===== config.mk =====
export PLATFORM = sky130hd
export DESIGN_NAME = length_prefixed_message_deframer_unit
export DESIGN_NICKNAME = d
export VERILOG_FILES = /design/src/rtl/lpmd_pkg.sv /design/src/rtl/lpmd_front.sv /design/src/rtl/lpmd_queue.sv /design/src/rtl/lpmd_back.sv /design/src/rtl/length_prefixed_message_deframer_unit.sv
export SDC_FILE = /design/constraint.sdc
export NUM_CORES = 1
export LEC_CHECK = 0
export BUFFER_PORTS_ARGS = -buffer_cell sky130_fd_sc_hd__buf_2
export CAP_MARGIN = 0
export CELL_PAD_IN_SITES_DETAIL_PLACEMENT = 2
export CELL_PAD_IN_SITES_GLOBAL_PLACEMENT = 2
export CORE_MARGIN = 3
export CORE_UTILIZATION = 39
export CTS_BUF_LIST = sky130_fd_sc_hd__clkbuf_4 sky130_fd_sc_hd__clkbuf_8
export CTS_CLUSTER_SIZE = 14
export DETAILED_ROUTE_END_ITERATION = 7
export PLACE_DENSITY = 0.79
export SLEW_MARGIN = 20
export SYNTH_ARGS = -nofsm -noshare
export SYNTH_HDL_FRONTEND = slang
export SYNTH_SLANG_ARGS = --single-unit

===== constraint.sdc =====
create_clock -name clk -period 3.8 [get_ports clk]
set_clock_uncertainty 0.05 [all_clocks]
set_input_delay 0 -clock clk [delete_from_list [all_inputs] [get_ports clk]]
set_output_delay 0 -clock clk [all_outputs]
set_load 0.02 [all_outputs]

===== src/rtl/lpmd_pkg.sv =====
`timescale 1ns / 1ps
// shared types and constants of the length-prefixed message deframer
package lpmd_pkg;

  // default header size in bytes
  localparam int HEADER_LEN_DEF = 10;

  // depth of the queue between front and back
  localparam int QUEUE_DEPTH = 4;

  // reset values of the registers
  localparam logic [7:0]  SYNC_RST = 8'd0;
  localparam logic [30:0] MAX_RST  = 31'd1048576;

  // register indexes as seen on paddr[2]
  localparam logic REG_SYNC = 1'b0;
  localparam logic REG_MAX  = 1'b1;

  // header byte offsets
  localparam int OFS_SYNC = 0;
  localparam int OFS_LEN  = 2;

  // one result request
  typedef struct packed {
    logic [7:0] data;
    logic       start;
    logic       fin;
    logic       err;
  } res_t;

  // front sequencer states
  typedef enum logic [1:0] {
    ST_COLLECT,
    ST_CHECK,
    ST_RELEASE
  } front_state_t;

endpackage


===== src/rtl/lpmd_front.sv =====
`timescale 1ns / 1ps
// front part: gathers the header, checks it and queues result requests
module lpmd_front #(
  parameter int HEADER_LEN = lpmd_pkg::HEADER_LEN_DEF
) (
  input  logic              clk,
  input  logic              rst_n,
  input  logic              in_valid,
  output logic              in_stall,
  input  logic [7:0]        in_byte,
  input  logic              in_chunk_end,
  input  logic [7:0]        sync_byte,
  input  logic [30:0]       max_length,
  output logic              push,
  output lpmd_pkg::res_t    push_entry,
  input  logic              q_full
);
  import lpmd_pkg::*;

  localparam int CW = $clog2(HEADER_LEN);

  front_state_t  state_r, state_nxt;
  logic [7:0]    store_r [HEADER_LEN];
  logic [CW-1:0] fill_r, fill_nxt;
  logic [CW-1:0] idx_r, idx_nxt;
  logic [30:0]   remain_r, remain_nxt;
  logic          in_payload_r, in_payload_nxt;
  logic          discard_r, discard_nxt;
  logic          last_r, last_nxt;

  logic          accept;
  logic          hdr_done;
  logic          idx_last;
  logic          pay_end;
  logic [31:0]   len;
  logic          bad;
  logic [31:0]   len_less;

  assign accept   = in_valid && !in_stall;
  assign hdr_done = (fill_r == CW'(HEADER_LEN - 1));
  assign idx_last = (idx_r == CW'(HEADER_LEN - 1));
  assign pay_end  = (remain_r <= 31'd1);

  // length field, little endian
  assign len = {store_r[OFS_LEN + 3], store_r[OFS_LEN + 2],
                store_r[OFS_LEN + 1], store_r[OFS_LEN]};
  assign len_less = len - 32'(HEADER_LEN);

  // header check
  assign bad = (store_r[OFS_SYNC] != sync_byte) || len[31] ||
               (len < 32'(HEADER_LEN)) || (len[30:0] > max_length);

  // next state
  always_comb begin
    state_nxt = state_r;
    case (state_r)
      ST_COLLECT: begin
        if (accept && !discard_r && !in_payload_r && hdr_done) begin
          state_nxt = ST_CHECK;
        end
      end
      ST_CHECK: begin
        if (!bad) begin
          state_nxt = ST_RELEASE;
        end else if (!q_full) begin
          state_nxt = ST_COLLECT;
        end
      end
      ST_RELEASE: begin
        if (!q_full && idx_last) begin
          state_nxt = ST_COLLECT;
        end
      end
      default: state_nxt = ST_COLLECT;
    endcase
  end

  // outputs
  always_comb begin
    push       = 1'b0;
    push_entry = '0;
    in_stall   = 1'b1;
    case (state_r)
      ST_COLLECT: begin
        in_stall         = q_full;
        push             = accept && !discard_r && in_payload_r;
        push_entry.data  = in_byte;
        push_entry.fin   = pay_end;
      end
      ST_CHECK: begin
        push           = bad && !q_full;
        push_entry.err = 1'b1;
      end
      ST_RELEASE: begin
        push             = !q_full;
        push_entry.data  = store_r[idx_r];
        push_entry.start = (idx_r == '0);
        push_entry.fin   = idx_last && !in_payload_r;
      end
      default: begin
        push = 1'b0;
      end
    endcase
  end

  // datapath next values
  always_comb begin
    fill_nxt       = fill_r;
    idx_nxt        = idx_r;
    remain_nxt     = remain_r;
    in_payload_nxt = in_payload_r;
    discard_nxt    = discard_r;
    last_nxt       = last_r;
    case (state_r)
      ST_COLLECT: begin
        if (accept) begin
          if (discard_r) begin
            if (in_chunk_end) begin
              discard_nxt = 1'b0;
            end
          end else if (in_payload_r) begin
            remain_nxt     = pay_end ? 31'd0 : remain_r - 31'd1;
            in_payload_nxt = !pay_end;
          end else if (hdr_done) begin
            fill_nxt = '0;
            last_nxt = in_chunk_end;
          end else begin
            fill_nxt = fill_r + CW'(1);
          end
        end
      end
      ST_CHECK: begin
        idx_nxt = '0;
        if (bad) begin
          if (!q_full) begin
            discard_nxt = !last_r;
          end
        end else begin
          remain_nxt     = len_less[30:0];
          in_payload_nxt = (len_less[30:0] != 31'd0);
        end
      end
      ST_RELEASE: begin
        if (!q_full) begin
          idx_nxt = idx_r + CW'(1);
        end
      end
      default: begin
        idx_nxt = '0;
      end
    endcase
  end

  // control registers
  always_ff @(posedge clk) begin
    if (!rst_n) begin
      state_r      <= ST_COLLECT;
      fill_r       <= '0;
      idx_r        <= '0;
      remain_r     <= '0;
      in_payload_r <= 1'b0;
      discard_r    <= 1'b0;
      last_r       <= 1'b0;
    end else begin
      state_r      <= state_nxt;
      fill_r       <= fill_nxt;
      idx_r        <= idx_nxt;
      remain_r     <= remain_nxt;
      in_payload_r <= in_payload_nxt;
      discard_r    <= discard_nxt;
      last_r       <= last_nxt;
    end
  end

  // header byte store
  always_ff @(posedge clk) begin
    if (state_r == ST_COLLECT && accept && !discard_r && !in_payload_r) begin
      store_r[fill_r] <= in_byte;
    end
  end

endmodule


===== src/rtl/lpmd_queue.sv =====
`timescale 1ns / 1ps
// short request queue between front and back
module lpmd_queue #(
  parameter int DEPTH = lpmd_pkg::QUEUE_DEPTH
) (
  input  logic           clk,
  input  logic           rst_n,
  input  logic           push,
  input  lpmd_pkg::res_t push_entry,
  output logic           full,
  input  logic           pop,
  output logic           not_empty,
  output lpmd_pkg::res_t head
);
  import lpmd_pkg::*;

  localparam int PW = (DEPTH > 1) ? $clog2(DEPTH) : 1;
  localparam int NW = $clog2(DEPTH + 1);

  res_t          mem_r [DEPTH];
  logic [PW-1:0] wr_r, wr_nxt;
  logic [PW-1:0] rd_r, rd_nxt;
  logic [NW-1:0] cnt_r, cnt_nxt;

  assign full      = (cnt_r == NW'(DEPTH));
  assign not_empty = (cnt_r != '0);
  assign head      = mem_r[rd_r];

  // pointer and count update
  always_comb begin
    wr_nxt  = wr_r;
    rd_nxt  = rd_r;
    cnt_nxt = cnt_r;
    if (push) begin
      wr_nxt = (wr_r == PW'(DEPTH - 1)) ? '0 : wr_r + PW'(1);
    end
    if (pop) begin
      rd_nxt = (rd_r == PW'(DEPTH - 1)) ? '0 : rd_r + PW'(1);
    end
    if (push && !pop) begin
      cnt_nxt = cnt_r + NW'(1);
    end else if (pop && !push) begin
      cnt_nxt = cnt_r - NW'(1);
    end
  end

  always_ff @(posedge clk) begin
    if (!rst_n) begin
      wr_r  <= '0;
      rd_r  <= '0;
      cnt_r <= '0;
    end else begin
      wr_r  <= wr_nxt;
      rd_r  <= rd_nxt;
      cnt_r <= cnt_nxt;
    end
  end

  // entry storage
  always_ff @(posedge clk) begin
    if (push) begin
      mem_r[wr_r] <= push_entry;
    end
  end

endmodule


===== src/rtl/lpmd_back.sv =====
`timescale 1ns / 1ps
// back part: takes requests from the queue into the result register
module lpmd_back (
  input  logic           clk,
  input  logic           rst_n,
  input  logic           not_empty,
  input  lpmd_pkg::res_t head,
  output logic           pop,
  output logic           out_valid,
  input  logic           out_stall,
  output logic [7:0]     out_byte,
  output logic           out_msg_start,
  output logic           out_msg_end,
  output logic           out_header_error
);
  import lpmd_pkg::*;

  logic out_valid_r, out_valid_nxt;
  res_t res_r;

  // load when the register is empty or being taken
  assign pop           = not_empty && (!out_valid_r || !out_stall);
  assign out_valid_nxt = pop || (out_valid_r && out_stall);

  always_ff @(posedge clk) begin
    if (!rst_n) begin
      out_valid_r <= 1'b0;
    end else begin
      out_valid_r <= out_valid_nxt;
    end
  end

  always_ff @(posedge clk) begin
    if (pop) begin
      res_r <= head;
    end
  end

  assign out_valid        = out_valid_r;
  assign out_byte         = res_r.data;
  assign out_msg_start    = res_r.start;
  assign out_msg_end      = res_r.fin;
  assign out_header_error = res_r.err;

endmodule


===== src/rtl/length_prefixed_message_deframer_unit.sv =====
`timescale 1ns / 1ps
// top level of the length-prefixed message deframer
//
// Input channel (in_valid / in_stall): one received byte per request, with
// in_chunk_end on the last byte of a chunk. Result channel (out_valid /
// out_stall): message bytes with out_msg_start on the first byte and
// out_msg_end on the last, or one request with out_header_error set and a
// zero byte when a header fails the sync or length check.
// Registers over APB: sync_byte at 0x0, max_length at 0x4.
// Header bytes are taken one per cycle while the queue is not full,
// without results. After the last header byte the front checks the header
// in ST_CHECK, then releases a good header's bytes one per cycle while the
// queue is not full, with the input stalled. Payload bytes pass at one per
// cycle while the queue is not full, via the queue and the result register.
// The front queues requests in a QUEUE_DEPTH-entry queue; the back loads
// them into the result register. When the receiver stalls, the result
// holds, the queue fills and then in_stall rises.
// Synchronous reset clears all control state and the registers to their
// defaults (sync_byte 0, max_length 1048576).
module length_prefixed_message_deframer_unit #(
  parameter int HEADER_LEN = lpmd_pkg::HEADER_LEN_DEF
) (
  input  logic        clk,
  input  logic        rst_n,
  input  logic        in_valid,
  output logic        in_stall,
  input  logic [7:0]  in_byte,
  input  logic        in_chunk_end,
  output logic        out_valid,
  input  logic        out_stall,
  output logic [7:0]  out_byte,
  output logic        out_msg_start,
  output logic        out_msg_end,
  output logic        out_header_error,
  input  logic        psel,
  input  logic        penable,
  input  logic        pwrite,
  input  logic [2:0]  paddr,
  input  logic [31:0] pwdata,
  output logic [31:0] prdata,
  output logic        pready
);
  import lpmd_pkg::*;

  logic [7:0]  sync_r;
  logic [30:0] max_r;
  logic        wr_en;
  logic        push;
  res_t        push_entry;
  logic        q_full;
  logic        pop;
  logic        not_empty;
  res_t        head;

  // register port
  assign pready = 1'b1;
  assign wr_en  = psel && penable && pwrite;

  always_ff @(posedge clk) begin
    if (!rst_n) begin
      sync_r <= SYNC_RST;
      max_r  <= MAX_RST;
    end else if (wr_en) begin
      if (paddr[2] == REG_SYNC) begin
        sync_r <= pwdata[7:0];
      end else begin
        max_r <= pwdata[30:0];
      end
    end
  end

  assign prdata = (paddr[2] == REG_MAX) ? {1'b0, max_r} : {24'd0, sync_r};

  lpmd_front #(
    .HEADER_LEN(HEADER_LEN)
  ) u_front (
    .clk         (clk),
    .rst_n       (rst_n),
    .in_valid    (in_valid),
    .in_stall    (in_stall),
    .in_byte     (in_byte),
    .in_chunk_end(in_chunk_end),
    .sync_byte   (sync_r),
    .max_length  (max_r),
    .push        (push),
    .push_entry  (push_entry),
    .q_full      (q_full)
  );

  lpmd_queue #(
    .DEPTH(QUEUE_DEPTH)
  ) u_queue (
    .clk       (clk),
    .rst_n     (rst_n),
    .push      (push),
    .push_entry(push_entry),
    .full      (q_full),
    .pop       (pop),
    .not_empty (not_empty),
    .head      (head)
  );

  lpmd_back u_back (
    .clk             (clk),
    .rst_n           (rst_n),
    .not_empty       (not_empty),
    .head            (head),
    .pop             (pop),
    .out_valid       (out_valid),
    .out_stall       (out_stall),
    .out_byte        (out_byte),
    .out_msg_start   (out_msg_start),
    .out_msg_end     (out_msg_end),
    .out_header_error(out_header_error)
  );

endmodule


# Yosys cells after proc, flatten, opt, wreduce, memory -nomap -nowiden
# Memory sizes are Yosys's and may differ from the RTL's. A register that Yosys moved wholly into a read port is not among the register bits.
# Cells that the tools add are included.
# word_totals
latch_bits	0
mem_bits_rw	124
register_bits	91
input_bits	51
elab_cells	137
output_inout_bits	46
n_memories	2
mem_bits_ro	0
# classes
n_mux	42
n_eq_ne	18
order_cmp	3
bitwise	4
addsub	8
div_mod_pow	0
mul	0
n_reduce_logical	47
shifts	0
# memory_table
memory	depth	width	rd	rd_clocked_by_memory_dff	write_ports	line_no	rtl
u_front.store_r	10	8	6	1	1	lpmd_front.sv:23	logic [7:0] store_r [HEADER_LEN];
u_queue.mem_r	4	11	1	1	1	lpmd_queue.sv:20	res_t mem_r [DEPTH];
# ops
cell	n
2-to-1 mux 31 bit	6
one-hot mux 31 bit (2 select lines)	1
< comparator 32 x 4 -> 1 bit (second input constant)	1
> comparator 31 bit	1
less-or-equal comparator 31 x 1 -> 1 bit (second input constant)	1
nonzero test 31 bit	1
subtractor 31 x 1 -> 31 bit (second input constant)	1
subtractor 31 x 4 -> 31 bit (second input constant)	1
logical AND 1 bit	17
2-to-1 mux 1 bit	16
2-to-1 mux 4 bit	4
one-hot mux 8 bit (2 select lines)	1
2-to-1 mux 2 bit	6
AND reduction 4 bit	3
logical NOT 1 bit	10
!= test 2 x 1 -> 1 bit (second input constant)	5
AND reduction 5 bit	2
adder 4 x 1 -> 4 bit (second input constant)	2
== test 4 bit (second input constant)	2
!= test 2 bit (second input constant)	4
!= test 8 bit	1
one-hot mux 4 bit (2 select lines)	1
== test 2 bit (second input constant)	3
2-to-1 mux 3 bit	2
17 further kinds	30

# Logic depth before layout (Yosys ltp)
# depth
word_depth	11
depth_mapped	14
mapped_depth_nobuf	14

# Modules after synthesis
# From an unflattened synthesis, not the netlist that was laid out.
# hier_totals
cells_unflattened	1119
area_unflattened_um2	13566.8
# by_module_without_submodules
mod	instances	cells_each	area_each_um2	seq_area_each_um2
lpmd_front	1	802	9320.2	4804.6
lpmd_queue	1	101	2048.2	1501.4
length_prefixed_message_deframer_unit	1	201	1829.3	780.7
lpmd_back	1	15	369.1	350.3

# Worst setup path before layout
# Ideal clock, no wire load.
# synth_timing
path_type	flip-flop to flip-flop
startpoint	mem u_front.store_r[3][6]
endpoint	reg u_queue.cnt_r[2]
arrival_time_ps	3487
period_less_slack_ps	3608
path_stages_with_launch	13
setup_ps	70
required_ps	3680
path_slack_ps	192
path_buffers	0
cell_sequence	edfxtp_1 -> or4_1 -> or4_1 -> nor3_4 -> a31o_2 -> a21oi_1 -> a21oi_2 -> ha_1 -> inv_1 -> fa_1 -> xor2_1 -> or3_1 -> a21oi_1
# synth_lines
item	line_no	rtl
start, declared	lpmd_front.sv:23	
end signal, assigned	lpmd_queue.sv:55	cnt_r <= cnt_nxt;
end, declared	lpmd_queue.sv:23	logic [NW-1:0] cnt_r, cnt_nxt;

# Worst setup path in the final report
# layout_timing
startpoint	reg max_r[4]
endpoint	reg u_front.in_payload_r
# layout_between
elab_chain_cells	4
# layout_lines
item	line_no	rtl
start, declared	length_prefixed_message_deframer_unit.sv:46	logic [30:0] max_r;
start signal, assigned	length_prefixed_message_deframer_unit.sv:67	max_r <= pwdata[30:0];
> comparator 31 bit	lpmd_front.sv:51	(len < 32'(HEADER_LEN)) || (len[30:0] > max_length);
logical OR 1 bit	lpmd_front.sv:51	
!= test 2 bit (no line)	-	
AND reduction 4 bit (no line)	-	
end signal, assigned	lpmd_front.sv:169	in_payload_r <= in_payload_nxt;
end, declared	lpmd_front.sv:27	logic in_payload_r, in_payload_nxt;
# Every way passes these cells.
# A chain may end at the register's enable or synchronous reset.

==> impl_summary.md <==
Timing
For the pin with the worst max-slew slack, the measured transition is 1.13 ns. The count of final max-slew check failures came to 0. Setup violations remaining at the end of the flow were counted as 0. The final setup TNS is 0 ns. The number of hold-slack violations in the final timing report is 0. The share of the cycle needed by the critical path after routing is 98.3%. The worst max-slew margin expressed relative to the limit is around a quarter. The upper clock frequency limit is between 200 and 300 MHz. The worst path needs around 3.7 ns of the cycle, external delays included.

Detailed routing
The sum of met3 wire segment lengths after detailed routing is approximately 4000 µm. The via total after detailed routing is about 11k. The detailed router put a total of between 20000 and 25000 µm of wire on met1. The number of remaining DRC errors is 0. Before antenna repair, the detailed router went through 5 iterations. In the routed layout, each cell is associated on average with a via count of approximately 6.1. The number of violations reported at the end of detailed-routing iteration 0 is between 800 and 900. The routed design uses between 20000 and 30000 µm of met2 wire. The routed design has 58300 µm of wire. The average detailed-routed wire length per instance is around 31 µm. The uppermost metal layer occupied by signal nets is met4. The number of nets with antenna violations after detailed routing is 0.

Synth
The proportion of synthesized flip-flops having asynchronous set or reset is 0%. Sequential cells were found to cover between 50% and 60% of the synthesized design area. Counting distinct cell types in the post-synthesis netlist gives 72.

The count of flip-flops with a built-in enable after synthesis is 183. In this run the mean area of a mapped cell was 11.7 µm². The total nets after synthesis is 1247. Summed over all instances, the cell type with the most area after synthesis is edfxtp_1. Yosys printed 0 warnings. In this run the cell area of the synthesized design comes to 13400 µm². Yosys attributes the largest share of cell area to edfxtp_1, dfxtp_1, mux4_2.

Counting flops and latches in the post-synthesis netlist gives 278. The post-synthesis cell count is around 1.2k. The area share of the leading cell type in the synthesized netlist is 40.9%.

The dominant synthesized flop cell is edfxtp_1.

Global routing
In the global route stage, overall resource usage came out at about 30%. The first global-routing pass estimated 83300 µm of wire. The number of antenna violations at the first check in global routing is 3. Entering global routing, the biggest net connects 39 pins. The residual overflow from global routing is 0. The number of global-route vias before repair came to roughly 12k.

Worst setup path
The sort of element at the end of the critical path is a flip-flop. The critical path starts at max_r[4]. The critical path crosses 11 cells after its start point.

The signal on the critical path passes through inv_1 > ha_1 > a211oi_1 > nor2_1 > o311ai_2 > nand4_1 > buf_4 > a211oi_2 > buf_4 > a21oi_1 > a311oi_1. The critical path in this run is classified as reg -> reg. Data on the critical path is required at its endpoint by 4.24 ns.

The critical path endpoint is u_front.in_payload_r. Counting cells, the worst reg-to-reg path comes to 11. The worst register-to-register path has a setup slack of 0.06 ns. STA classifies the critical path startpoint as a flip-flop. The arrival time at the worst endpoint is roughly 4.2 ns.

Of all nets on the critical path, the largest fanout is 29. The largest delay contributor family on the critical path is compound AO/OA/AOI/OAI gates. The highest-delay cell along the critical path is a211oi_1. The worst register-to-register path ends at u_front.in_payload_r. The critical path buffer and inverter count is 3. The delay of the slowest cell on the worst path is ~0.51 ns. The worst flop-to-flop path startpoint is max_r[4].

Among the stages of the critical path, the cell type that occurs most often is buf_4.

Power
The peak supply drop is approximately 0.0004 V. The cell leakage power is approximately 6 nW. The power density of the placed cells is ~460 nW/µm².

Die
The height of the chip is between 150 and 200 µm. The die covers about 37000 µm². The die width is around 190 µm. between 90 and 100 I/O pins were placed. Row generation in the floorplan step produced 67 rows. Once the floorplan was initialized, standard cells occupied between 30% and 40% of the core.

The total area inside the core boundary comes to around 34000 µm².

Final layout
The non-filler instance count after layout is ~1.9k. The fraction of layout instances using a drive strength above 1 is 22.7%. The area growth from synthesis to layout is 23.8%. The net count of the finished layout is about 1.5k. The filler cell count in the final layout is roughly 3.3k. The share of the core filled with cells in the final layout is 49.4%.

Clock network
The number of buffers inserted during clock tree synthesis is 50. The maximum root-to-sink buffer count is 3. The later-pin clock latency in the skew report is around 0.65 ns. The master cell of the clock root buffer is clkbuf_8. The H-tree was split into 2 levels. TritonCTS built the clock tree.

The register clock-pin slew on the reported worst setup and hold paths is approximately 0.070 ns. The number of clock sinks is around 280.

Place
The number of placed instances, taps included is between 1.5k and 2k. The final weighted congestion of routability-driven global placement is ~0.9. The number of input and output port buffers inserted is 91. Once detailed placement completed, the half-perimeter wirelength came to 33900 µm.

Flow run
Max-cap violations in this run came to 0.

Status
The flow ran to the end, and the final reports show no timing, DRC or antenna violations.

Hold path
The worst hold path belongs to the class in -> reg.
[metal layers]
layer	GRT usage [%]	vias up
li1	-	4770
met1	35.5	5813
met2	53.7	567
met3	5.91	237
met4	18.2	0
met5	0	-
[worst min path at each step]
stage | depth (start not counted) | slack [ns] | from | to
3_5_place_dp | 3 | 0.20 | pwdata[10] | max_r[10]
6_report | 4 | 0.16 | pwdata[2] | sync_r[2]
4_1_cts | 4 | 0.12 | out_stall | u_back.out_valid
5_1_grt | 4 | 0.16 | pwdata[1] | max_r[1]
3_3_place_gp | 3 | 0.20 | pwdata[9] | max_r[9]
2_1_floorplan | 0 | 0.05 | in_byte[0] | u_front.store_r[0][0]
[repair_timing]
item                       CTS  global route
resized for setup            1            10
buffers inserted             0            15
hold buffers                79             0
hold endpoints to repair   185             0
setup endpoints to repair    6            77
pin swaps                    0             7
[tightest hold or removal path, cell delays in order]
cell and delay, ns:
dlygate4sd3_1 0.53, buf_2 0.13, nand2_1 0.06, a21oi_1 0.07
[through the flow]
step	hold slack, ns	area [µm²]	setup WS (ns)	power (mW)
floorplan	0.0489	13400	0.192	4.05
global placement	0.197	14600	0.247	4.34
detailed placement	0.204	14600	-0.0486	4.42
CTS	0.124	16500	0.0236	7.54
global route	0.160	16600	-0.0574	7.92
finish	0.160	16600	0.0629	7.67
[state kept, by name, summed over array words and instances, names as in the netlist, named ones only]
register / count
u_back.out_header_error: 1
u_front.remain_r: 31
u_front.in_payload_r: 1
u_queue.wr_r: 2
u_front.discard_r: 1
max_r: 31
u_back.out_msg_start: 1
u_front.idx_r: 4
u_front.state_r: 2
u_queue.rd_r: 2
u_back.out_byte: 8
u_queue.cnt_r: 3
u_front.fill_r: 4
u_front.last_r: 1
u_back.out_valid: 1
u_back.out_msg_end: 1
u_front.store_r: 128
u_queue.mem_r: 44
sync_r: 8
[cells in the mapped netlist, types with 4 or more instances]
cell / instances
a211oi_1: 8
a21oi_1: 79
a22oi_1: 6
a2bb2oi_1: 6
a32o_1: 14
and2_1: 10
and3_1: 5
buf_1: 11
buf_2: 5
buf_4: 4
clkbuf_1: 40
dfxtp_1: 95
edfxtp_1: 183
ha_1: 43
inv_1: 52
mux2_2: 8
mux2i_1: 12
mux4_2: 51
nand2_1: 119
nand2b_1: 9
nand3_1: 14
nand3b_1: 4
nand4_1: 16
nor2_1: 98
nor2b_1: 6
nor3_1: 49
nor4_1: 14
o211ai_1: 6
o21a_1: 4
o21ai_0: 27
o21ai_1: 5
o22ai_1: 15
o32ai_1: 5
or3_1: 22
or4_1: 6
xnor2_1: 35
xor2_1: 14
[layout by cell type (no fill, tap or decap), types with 40 or more instances in the layout]
cell,n
mux4_2,51
nand2_1,119
dlygate4sd3_1,79
buf_2,91
dfxtp_1,94
nor2_1,97
ha_1,40
clkbuf_8,52
buf_4,65
nor3_1,49
a21oi_1,78
inv_1,51
edfxtp_1,183
[layout make-up]
type / instances / area [µm²] / share of cell area, %
well taps: 448 / 561 / 3.37
diodes: 4 / 10.0 / 0.0602
repair buffers: 238 / 1790 / 10.7
clock inverters: 26 / 230 / 1.38
flip-flops and latches: 278 / 7400 / 44.5
multi-input cells: 758 / 5620 / 33.8
clock buffers: 68 / 836 / 5.02
inverters: 53 / 199 / 1.20
[report_power, final]
group	leakage, nW	switching (mW)	internal, mW	total [mW]
logic	2.96	0.568	0.362	0.930
clock network	0.565	1.47	1.72	3.19
registers	2.42	0.162	3.39	3.55
[logic make-up after synthesis]
logic type               synth area share, %
AO/OA/AOI/OAI                           9.98
XOR/XNOR                                3.19
adder cells (fa/ha/maj)                 4.15
buffers and inverters                   3.57
flip-flops                              55.1
multiplexers                            10.1
other                                 0.0559
AND/OR/NAND/NOR                         13.9
(Power assumes the default switching activity.)
